**src/design/positional_list_store_defines.svh**
```systemverilog
// Assertion helpers used by positional_list_store.
`ifndef POSITIONAL_LIST_STORE_DEFINES_SVH
`define POSITIONAL_LIST_STORE_DEFINES_SVH

// Same-cycle implication, checked outside reset.
`define PLS_ASSERT_IMP(lbl, ante, cons) \
    lbl: assert property (@(posedge i_clk) disable iff (!i_rst_n) (ante) |-> (cons)) \
        else $error("pls check failed");

// Next-cycle implication, checked outside reset.
`define PLS_ASSERT_NXT(lbl, ante, cons) \
    lbl: assert property (@(posedge i_clk) disable iff (!i_rst_n) (ante) |=> (cons)) \
        else $error("pls check failed");

`endif

```
**src/design/pls_pkg.sv**
```systemverilog
// ----------------------------------------------------------------------------
// pls_pkg
// Types and constants for the positional list store.
// ----------------------------------------------------------------------------
package pls_pkg;

    localparam int PLS_CAPACITY = 16;
    localparam int PLS_WORD_W   = 32;
    localparam int PLS_FIELD_W  = 5;

    typedef enum logic [2:0] {
        REQ_INS_HEAD = 3'd0,
        REQ_INS_TAIL = 3'd1,
        REQ_INS_POS  = 3'd2,
        REQ_DEL_HEAD = 3'd3,
        REQ_DEL_TAIL = 3'd4,
        REQ_DEL_POS  = 3'd5,
        REQ_DUMP     = 3'd6
    } t_req;

    typedef enum logic [1:0] {
        ST_OK     = 2'd0,
        ST_BADPOS = 2'd1,
        ST_FULL   = 2'd2,
        ST_EMPTY  = 2'd3
    } t_status;

    typedef enum logic [2:0] {
        S_IDLE,
        S_SHIFT_RD,
        S_SHIFT_WR,
        S_PUT,
        S_RESP,
        S_DUMP_RD,
        S_DUMP_OUT
    } t_state;

endpackage

```
**src/design/positional_list_store.sv**
```systemverilog
// ----------------------------------------------------------------------------
// positional_list_store
// Bounded ordered list of signed 32-bit words with positional insert/delete.
// ----------------------------------------------------------------------------
// Usage:
//   Input channel (i_in_valid / o_in_stall) takes one request word: type,
//   value and 1-based position. Output channel (o_out_valid / i_out_stall)
//   returns result words: status, data, element position, count and last.
//   Every request but a non-empty dump yields one result word with last set;
//   a non-empty dump yields one word per element in list order, last on the
//   final one. o_in_stall is high from acceptance until the final result word
//   is loaded into the output register; one request is in flight at a time.
//   Each cell an insert or delete moves takes a RAM read, then a write; a
//   rejected request goes straight to its result. A dump reads each element
//   from the RAM, then loads it into the output register. All cell moves go
//   through the single RAM port pair and the shared index unit.
//   Reset clears the length to zero and drops any pending result; the cell
//   RAM is not cleared, since only cells below the length are ever read.
//   An output stall holds the result register and the sequencer's result states.
// ----------------------------------------------------------------------------
`include "positional_list_store_defines.svh"

module positional_list_store import pls_pkg::*; #(
    parameter int CAPACITY = PLS_CAPACITY
) (
    input  logic                          i_clk,
    input  logic                          i_rst_n,
    input  logic                          i_in_valid,
    output logic                          o_in_stall,
    input  logic [2:0]                    i_req_type,
    input  logic signed [PLS_WORD_W-1:0]  i_value,
    input  logic [PLS_FIELD_W-1:0]        i_position,
    output logic                          o_out_valid,
    input  logic                          i_out_stall,
    output logic [1:0]                    o_status,
    output logic signed [PLS_WORD_W-1:0]  o_data,
    output logic [PLS_FIELD_W-1:0]        o_element_pos,
    output logic [PLS_FIELD_W-1:0]        o_count,
    output logic                          o_last
);

    localparam int AW = $clog2(CAPACITY);
    localparam int CW = $clog2(CAPACITY + 1);
    localparam int PW = ((CW > PLS_FIELD_W) ? CW : PLS_FIELD_W) + 1;

    t_state                 r_state, n_state;
    logic                   r_ins, n_ins;
    logic [PLS_WORD_W-1:0]  r_value, n_value;
    logic [AW-1:0]          r_idx, n_idx;
    logic [AW-1:0]          r_tgt, n_tgt;
    logic [CW-1:0]          r_len, n_len;
    t_status                r_status, n_status;
    logic                   r_ovalid, n_ovalid;
    t_status                r_o_status, n_o_status;
    logic [PLS_WORD_W-1:0]  r_o_data, n_o_data;
    logic [PLS_FIELD_W-1:0] r_o_pos, n_o_pos;
    logic [PLS_FIELD_W-1:0] r_o_count, n_o_count;
    logic                   r_o_last, n_o_last;

    logic                   in_acc;
    logic                   out_free;
    t_req                   req;
    logic [PW-1:0]          len_ext;
    logic [PW-1:0]          pos_ext;
    logic                   full;
    logic                   empty;
    t_status                dec_status;
    logic                   dec_walk;
    logic                   dec_ins;
    logic [AW-1:0]          dec_idx;

    logic                   ram_we;
    logic [AW-1:0]          ram_waddr;
    logic [PLS_WORD_W-1:0]  ram_wdata;
    logic                   ram_re;
    logic [AW-1:0]          ram_raddr;
    logic [PLS_WORD_W-1:0]  ram_rdata;
    logic [AW-1:0]          idx_nxt;
    logic                   idx_at;

    pls_ram #(
        .WIDTH (PLS_WORD_W),
        .DEPTH (CAPACITY)
    ) u_ram (
        .i_clk   (i_clk),
        .i_we    (ram_we),
        .i_waddr (ram_waddr),
        .i_wdata (ram_wdata),
        .i_re    (ram_re),
        .i_raddr (ram_raddr),
        .o_rdata (ram_rdata)
    );

    pls_idx #(
        .AW (AW)
    ) u_idx (
        .i_idx  (r_idx),
        .i_tgt  (r_tgt),
        .i_down (r_ins),
        .o_nxt  (idx_nxt),
        .o_at   (idx_at)
    );

    assign o_in_stall = (r_state != S_IDLE);
    assign in_acc     = i_in_valid && (r_state == S_IDLE);
    assign out_free   = !r_ovalid || !i_out_stall;

    assign req     = t_req'(i_req_type);
    assign len_ext = PW'(r_len);
    assign pos_ext = PW'(i_position);
    assign full    = (r_len == CW'(CAPACITY));
    assign empty   = (r_len == '0);

    // request decode
    always_comb begin
        dec_status = ST_OK;
        dec_walk   = 1'b0;
        dec_ins    = 1'b0;
        dec_idx    = '0;
        case (req)
            REQ_INS_HEAD, REQ_INS_TAIL, REQ_INS_POS: begin
                dec_ins = 1'b1;
                if (full) begin
                    dec_status = ST_FULL;
                end else if (req == REQ_INS_HEAD) begin
                    dec_walk = 1'b1;
                end else if (req == REQ_INS_TAIL) begin
                    dec_walk = 1'b1;
                    dec_idx  = r_len[AW-1:0];
                end else if (pos_ext == '0 || pos_ext > len_ext + PW'(1)) begin
                    dec_status = ST_BADPOS;
                end else begin
                    dec_walk = 1'b1;
                    dec_idx  = AW'(pos_ext - PW'(1));
                end
            end
            REQ_DEL_HEAD, REQ_DEL_TAIL, REQ_DEL_POS: begin
                if (empty) begin
                    dec_status = ST_EMPTY;
                end else if (req == REQ_DEL_HEAD) begin
                    dec_walk = 1'b1;
                end else if (req == REQ_DEL_TAIL) begin
                    dec_walk = 1'b1;
                    dec_idx  = AW'(len_ext - PW'(1));
                end else if (pos_ext == '0 || pos_ext > len_ext) begin
                    dec_status = ST_BADPOS;
                end else begin
                    dec_walk = 1'b1;
                    dec_idx  = AW'(pos_ext - PW'(1));
                end
            end
            REQ_DUMP: begin
                if (empty) begin
                    dec_status = ST_EMPTY;
                end else begin
                    dec_walk = 1'b1;
                end
            end
            default: begin
                dec_status = ST_BADPOS;
            end
        endcase
    end

    // next state
    always_comb begin
        n_state = r_state;
        case (r_state)
            S_IDLE: begin
                if (in_acc) begin
                    if (!dec_walk) begin
                        n_state = S_RESP;
                    end else if (req == REQ_DUMP) begin
                        n_state = S_DUMP_RD;
                    end else begin
                        n_state = S_SHIFT_RD;
                    end
                end
            end
            S_SHIFT_RD: n_state = idx_at ? S_PUT : S_SHIFT_WR;
            S_SHIFT_WR: n_state = S_SHIFT_RD;
            S_PUT:      n_state = S_RESP;
            S_RESP: begin
                if (out_free) begin
                    n_state = S_IDLE;
                end
            end
            S_DUMP_RD:  n_state = S_DUMP_OUT;
            S_DUMP_OUT: begin
                if (out_free) begin
                    n_state = idx_at ? S_IDLE : S_DUMP_RD;
                end
            end
            default:    n_state = S_IDLE;
        endcase
    end

    // datapath and outputs
    always_comb begin
        n_ins      = r_ins;
        n_value    = r_value;
        n_idx      = r_idx;
        n_tgt      = r_tgt;
        n_len      = r_len;
        n_status   = r_status;
        n_ovalid   = r_ovalid && i_out_stall;
        n_o_status = r_o_status;
        n_o_data   = r_o_data;
        n_o_pos    = r_o_pos;
        n_o_count  = r_o_count;
        n_o_last   = r_o_last;
        ram_we     = 1'b0;
        ram_waddr  = r_idx;
        ram_wdata  = ram_rdata;
        ram_re     = 1'b0;
        ram_raddr  = idx_nxt;
        case (r_state)
            S_IDLE: begin
                if (in_acc) begin
                    n_ins    = dec_ins;
                    n_value  = i_value;
                    n_status = dec_status;
                    if (dec_ins) begin
                        n_idx = r_len[AW-1:0];
                        n_tgt = dec_idx;
                    end else begin
                        n_idx = dec_idx;
                        n_tgt = AW'(len_ext - PW'(1));
                    end
                end
            end
            S_SHIFT_RD: begin
                ram_re = !idx_at;
            end
            S_SHIFT_WR: begin
                ram_we = 1'b1;
                n_idx  = idx_nxt;
            end
            S_PUT: begin
                if (r_ins) begin
                    ram_we    = 1'b1;
                    ram_wdata = r_value;
                    n_len     = r_len + CW'(1);
                end else begin
                    n_len     = r_len - CW'(1);
                end
            end
            S_RESP: begin
                if (out_free) begin
                    n_ovalid   = 1'b1;
                    n_o_status = r_status;
                    n_o_data   = '0;
                    n_o_pos    = '0;
                    n_o_count  = len_ext[PLS_FIELD_W-1:0];
                    n_o_last   = 1'b1;
                end
            end
            S_DUMP_RD: begin
                ram_re    = 1'b1;
                ram_raddr = r_idx;
            end
            S_DUMP_OUT: begin
                if (out_free) begin
                    n_ovalid   = 1'b1;
                    n_o_status = ST_OK;
                    n_o_data   = ram_rdata;
                    n_o_pos    = PLS_FIELD_W'(PW'(r_idx) + PW'(1));
                    n_o_count  = len_ext[PLS_FIELD_W-1:0];
                    n_o_last   = idx_at;
                    n_idx      = idx_nxt;
                end
            end
            default: begin
                n_ovalid = r_ovalid && i_out_stall;
            end
        endcase
    end

    always_ff @(posedge i_clk) begin
        if (!i_rst_n) begin
            r_state  <= S_IDLE;
            r_len    <= '0;
            r_ovalid <= 1'b0;
        end else begin
            r_state  <= n_state;
            r_len    <= n_len;
            r_ovalid <= n_ovalid;
        end
    end

    always_ff @(posedge i_clk) begin
        r_ins      <= n_ins;
        r_value    <= n_value;
        r_idx      <= n_idx;
        r_tgt      <= n_tgt;
        r_status   <= n_status;
        r_o_status <= n_o_status;
        r_o_data   <= n_o_data;
        r_o_pos    <= n_o_pos;
        r_o_count  <= n_o_count;
        r_o_last   <= n_o_last;
    end

    assign o_out_valid   = r_ovalid;
    assign o_status      = r_o_status;
    assign o_data        = r_o_data;
    assign o_element_pos = r_o_pos;
    assign o_count       = r_o_count;
    assign o_last        = r_o_last;

    `PLS_ASSERT_IMP(a_len_bound, 1'b1, r_len <= CW'(CAPACITY))
    `PLS_ASSERT_NXT(a_len_only_put, r_state != S_PUT, $stable(r_len))
    `PLS_ASSERT_IMP(a_write_in_list, ram_we, PW'(ram_waddr) <= len_ext)
    `PLS_ASSERT_NXT(a_resp_waits, (r_state == S_RESP) && !out_free, r_state == S_RESP)

endmodule

```
**src/design/pls_ram.sv**
```systemverilog
// ----------------------------------------------------------------------------
// pls_ram
// Generic single-write, single-read RAM with registered read data.
// ----------------------------------------------------------------------------
module pls_ram #(
    parameter int WIDTH = 32,
    parameter int DEPTH = 16
) (
    input  logic                     i_clk,
    input  logic                     i_we,
    input  logic [$clog2(DEPTH)-1:0] i_waddr,
    input  logic [WIDTH-1:0]         i_wdata,
    input  logic                     i_re,
    input  logic [$clog2(DEPTH)-1:0] i_raddr,
    output logic [WIDTH-1:0]         o_rdata
);

    logic [WIDTH-1:0] r_mem [DEPTH];
    logic [WIDTH-1:0] r_rdata;

    always_ff @(posedge i_clk) begin
        if (i_we) begin
            r_mem[i_waddr] <= i_wdata;
        end
        if (i_re) begin
            r_rdata <= r_mem[i_raddr];
        end
    end

    assign o_rdata = r_rdata;

endmodule

```
**src/design/pls_idx.sv**
```systemverilog
// ----------------------------------------------------------------------------
// pls_idx
// Shared index unit: steps a cell index up or down and compares it with the
// end index of the current walk.
// ----------------------------------------------------------------------------
module pls_idx #(
    parameter int AW = 4
) (
    input  logic [AW-1:0] i_idx,
    input  logic [AW-1:0] i_tgt,
    input  logic          i_down,
    output logic [AW-1:0] o_nxt,
    output logic          o_at
);

    assign o_nxt = i_down ? (i_idx - AW'(1)) : (i_idx + AW'(1));
    assign o_at  = (i_idx == i_tgt);

endmodule

```
**config.mk**
```make
export PLATFORM = sky130hd
export DESIGN_NAME = positional_list_store
export DESIGN_NICKNAME = d
export VERILOG_FILES = /design/src/design/pls_pkg.sv /design/src/design/positional_list_store.sv /design/src/design/pls_ram.sv /design/src/design/pls_idx.sv
export VERILOG_INCLUDE_DIRS = /design/src /design/src/design
export SDC_FILE = /design/constraint.sdc
export NUM_CORES = 1
export LEC_CHECK = 0
export BUFFER_PORTS_ARGS = -buffer_cell sky130_fd_sc_hd__clkbuf_2
export CORE_MARGIN = 5
export CORE_UTILIZATION = 55
export DETAILED_ROUTE_END_ITERATION = 8
export PLACE_DENSITY_LB_ADDON = 0.1
export SLEW_MARGIN = 20
export SYNTH_ARGS = -nofsm -noshare
export SYNTH_HDL_FRONTEND = slang
export SYNTH_SLANG_ARGS = --single-unit
```
**constraint.sdc**
```tcl
create_clock -name i_clk -period 4.5 [get_ports i_clk]
set_clock_uncertainty 0.05 [all_clocks]
set_input_delay 0.225 -clock i_clk [delete_from_list [all_inputs] [get_ports i_clk]]
set_output_delay 0.225 -clock i_clk [all_outputs]
set_load 0.02 [all_outputs]
```
==> results.md <==
Yosys:
- The synthesized design spends more area on one cell type than any other, namely sky130_fd_sc_hd__edfxtp_1.
- The mean instance size in the synthesized netlist is 18.4 um2.
- The number of storage elements in the synthesis netlist is 641.
- The post-synth net total is 1,499.
- The parity-gate share of the synthesized area counting xor and xnor cells is 0.00860.
- During synthesis, Yosys emitted a total of 0 warnings.
- The number of instances in the synthesized netlist is 1,429.
- Counting flops with a built-in enable in the synthesized netlist gives 632.
- Sorting the synthesized cells by area gives the leading types as sky130_fd_sc_hd__edfxtp_1 72%, sky130_fd_sc_hd__mux2i_1 15%, sky130_fd_sc_hd__mux4_2 2.7%.
- The share of synthesized area in the top cell type comes to 0.720.
- The netlist area before placement is roughly 26,000 um2.
- The adder-cell share of the synthesized area is 0.0129.
- Of the total synthesized cell area, the portion taken by AND, OR, NAND and NOR gates is 0.0268.
- After synthesis, the largest family of logic cells by area is multiplexers.
- The post-synthesis compound-gate area fraction is 0.0176.
- For this run, the register share of the synthesized area comes to 0.727.
- The count of different cell masters after synthesis is 58.
- The fraction of synthesized area in multiplexers is 0.188.
- Counting flops with an async set or reset pin after synthesis yields a share of 0.
- The most common flop cell mapped by yosys is sky130_fd_sc_hd__edfxtp_1.

Drt:
- Dividing the detail-routed wire length by the instance count gives around 24 um.
- The count of nets left with antenna violations once routing finished came out at 0.
- The final routed wirelength across all metal layers is 54.4 mm.
- The via total after detailed routing is 12,900.
- The vias per cell is 5.68.
- The total iterations of the first detailed-routing run is 5.
- For this run, design rule violations remaining after detail routing come to 0.
- The number of violations reported at the end of detailed-routing iteration 0 is roughly 1,000.

STA:
- At the pin with the least slew margin, the transition time is between 1 and 1.5 ns.
- In the finished design, the share of the clock period the worst path needs comes to 0.712.
- The relative max-transition margin is 0.248.
- Setup repair after global routing left no endpoint under its margin.
- The post-route setup TNS is 0 ns.
- The final setup violation count is 0.
- The routed design could run at a clock period as short as 3.20 ns.
- The hold violation total from the final report is 0.
- The max-slew violation total from the final report is 0.
- Static timing analysis puts the maximum clock frequency at ~310 MHz.

Floorplanning:
- The floorplan step set the die height to 229 um.
- The boundary pin count is 91.
- The initial core utilization is 0.554.
- The die outline area is 52,400 um2.
- Measured along the x axis, the die boundary spans 229 um.
- The number of rows in the core area is 80.
- The core area is 47,500 um2.

Min path:
- The launch point of the worst hold path is i_req_type[1].
- The kind of path behind the tightest hold check is input pin to register.

Power:
- The areal power density over the cells is between 400 and 500 nW/um2.
- The cell internal power dissipation is 10.8 mW.
- The leakage component of the power is 11.3 nW.
- The net switching power of the design is 3.30 mW.
- The worst-case IR drop observed on VDD is 434 uV.
- The switching share of total power is 0.235.
- The share of power burned in registers is 0.483.
- Of the total power, the clock network draws 0.378.
- Of the total power, combinational logic draws 0.139.

Final layout:
- The fraction of layout cells with a size suffix above 1 is 0.193.
- The number of fill cells is 3,326.
- The commonest non-fill, non-tap cell in the layout is sky130_fd_sc_hd__edfxtp_1.
- The top cell types in the final layout, fill and taps aside, are 632 x sky130_fd_sc_hd__edfxtp_1, 386 x sky130_fd_sc_hd__mux2i_1, 90 x sky130_fd_sc_hd__clkbuf_2.
- The area of all placed cells without fillers is 30,200 um2.
- The final-stage net count is 1,668.
- The area growth from synthesis to layout is 14.5%.
- The core utilization of the finished layout is 0.635.

Placed design:
- The congestion estimate from routability-driven global placement came to 0.847.
- The post-DP HPWL is 30.7 mm.
- In this run the tool buffered the top-level ports with 90 buffer cells.
- After detailed placement, the total cell area comes to 27,700 um2.

Clocking:
- The worst-case clock buffer depth is 3.
- The CTS tree is built.
- For the worst-skew pair, the clock arrives at the later sink with an insertion delay of 0.60 ns.
- The clock root buffer master is sky130_fd_sc_hd__clkbuf_16.
- The number of clock sinks is 641.
- The post-cts resize count is 0.
- The H-tree was split into 3 levels.
- After clock tree synthesis, the clock-pin slew on the worst setup and hold paths is roughly 0.06 ns.
- In this run, CTS created clock tree buffers numbering 67.

Flow run:
- The number of max-cap violations is 0.

Setup path:
- For the worst setup path, the data required time is 4.66 ns.
- The critical path is of the register to register type.
- The worst register-to-register path begins at r_ins.
- In this run the worst setup path begins at r_ins.
- The nature of the critical path endpoint is a register.
- Of all nets on the critical path, the largest fanout is 24.
- The element type at the critical path start is a register.
- Data on the critical path arrives at its endpoint at 3.37 ns.

Global route:
- In the global route stage, overall resource usage came out at 0.210.
- The maximum number of pins on one net before global-route repair is 101.
- met2 is the most crowded layer.
- The via count of the first global-routing pass is 13,100.
- The initial antenna violation count is 0.
- After global routing the overflow that remains totals 0.
- The first-pass GRT wire length is 83.0 mm.
- For met1 alone, demand over resource in global routing was 0.307.
- For met2 alone, demand over resource in global routing was 0.336.
- In the global route stage, met3 resource usage came out at 0.0366.

Run status:
- The flow ran to the end, and the final reports show no timing, DRC or antenna violations.
-- power groups by stage --
stage               Sequential, mW  Clock [mW]  Combinational, mW
floorplan                     6.94           0               1.48
finish                        6.79        5.31               1.95
global placement              6.92           0               1.93
CTS                           6.79        5.42               1.98
detailed placement            6.92           0               1.95
global route                  6.80        5.70               2.09
-- registers in the layout, indices dropped and copies added, names as in the netlist --
signal,cells
o_status,2
r_ins,1
o_element_pos,5
o_data,32
o_last,1
r_value,32
r_status,2
u_ram.o_rdata,32
r_state,3
r_len,5
r_idx,4
o_count,5
r_tgt,4
u_ram.r_mem,512
o_out_valid,1
-- through the flow --
stage          power [mW]  std cells  hold WS [ns]  setup slack (ns)
2_1_floorplan        8.42       1429         0.274             0.586
3_3_place_gp         8.85       2109         0.352              1.31
3_5_place_dp         8.87       2109         0.354              1.28
4_1_cts              14.2       2262        0.0515              1.25
5_1_grt              14.6       2262         0.108              1.08
6_report             14.1       2263        0.0850              1.30
-- timing repair --
action	in CTS	in global routing
buffers inserted	0	0
endpoints found under the hold margin	40	0
hold buffers	35	0
-- worst paths after layout --
kind / endpoint / slack (ns) / cells past startpoint
worst min-delay path: r_state[2] / 0.08 / 4
worst max-delay path: u_ram.r_mem[14][1] / 1.30 / 5
worst min register to register: o_status[0] / 0.48 / 1
worst max register to register: u_ram.r_mem[14][1] / 1.30 / 5
-- per-layer routing --
metal	up-vias	share of wire	wire length, um
li1	5962	-	-
met1	6560	0.46	25000
met2	263	0.48	26300
met3	79	0.038	2070
met4	0	0.020	1080
met5	-	0	0
-- Yosys cell counts, types with 3 or more instances --
library cell               number
sky130_fd_sc_hd__edfxtp_1     632
sky130_fd_sc_hd__mux2i_1      386
sky130_fd_sc_hd__and2_1        39
sky130_fd_sc_hd__mux4_2        32
sky130_fd_sc_hd__mux2_2        31
sky130_fd_sc_hd__nor2_1        31
sky130_fd_sc_hd__buf_4         25
sky130_fd_sc_hd__ha_1          24
sky130_fd_sc_hd__nand2_1       22
sky130_fd_sc_hd__xnor2_1       15
sky130_fd_sc_hd__buf_2         14
sky130_fd_sc_hd__clkbuf_1      14
sky130_fd_sc_hd__inv_1         13
sky130_fd_sc_hd__a21oi_1       12
sky130_fd_sc_hd__nor3_1        11
sky130_fd_sc_hd__o21ai_0       11
sky130_fd_sc_hd__dfxtp_1        9
sky130_fd_sc_hd__nand3_1        9
sky130_fd_sc_hd__xor2_1         9
sky130_fd_sc_hd__clkbuf_4       8
sky130_fd_sc_hd__a21o_1         6
sky130_fd_sc_hd__buf_6          6
sky130_fd_sc_hd__nand2b_1       6
sky130_fd_sc_hd__a31oi_1        5
sky130_fd_sc_hd__o21a_1         4
sky130_fd_sc_hd__o22ai_1        4
sky130_fd_sc_hd__a211oi_1       3
sky130_fd_sc_hd__a21boi_0       3
sky130_fd_sc_hd__nor2b_1        3
sky130_fd_sc_hd__nor3b_1        3
sky130_fd_sc_hd__o31ai_1        3
-- cell families after synthesis --
family          after synthesis
compound gates               68
xor+xnor                     25
fa+ha+maj                    26
buf+inv                      84
flops                       641
mux                         450
simple gates                135
-- layout make-up --
class / count / area, um2 / area share
diodes: 1 / 2.50 / 0.0000829
clock buffers: 88 / 1800 / 0.0596
clock inverters: 30 / 312 / 0.0103
inverters: 16 / 62.6 / 0.00207
multi-input cells: 704 / 6870 / 0.228
flip-flops and latches: 641 / 19200 / 0.635
well taps: 615 / 769 / 0.0255
repair buffers: 168 / 1200 / 0.0397
-- critical path: stages, from the launching register on --
cell                       delay [ns]
sky130_fd_sc_hd__edfxtp_1        0.53
sky130_fd_sc_hd__inv_1           0.24
sky130_fd_sc_hd__a211oi_1        0.55
sky130_fd_sc_hd__nand2_1         0.36
sky130_fd_sc_hd__nor2_4          0.50
sky130_fd_sc_hd__buf_4           0.58
Power figures use the tool's default switching activity.
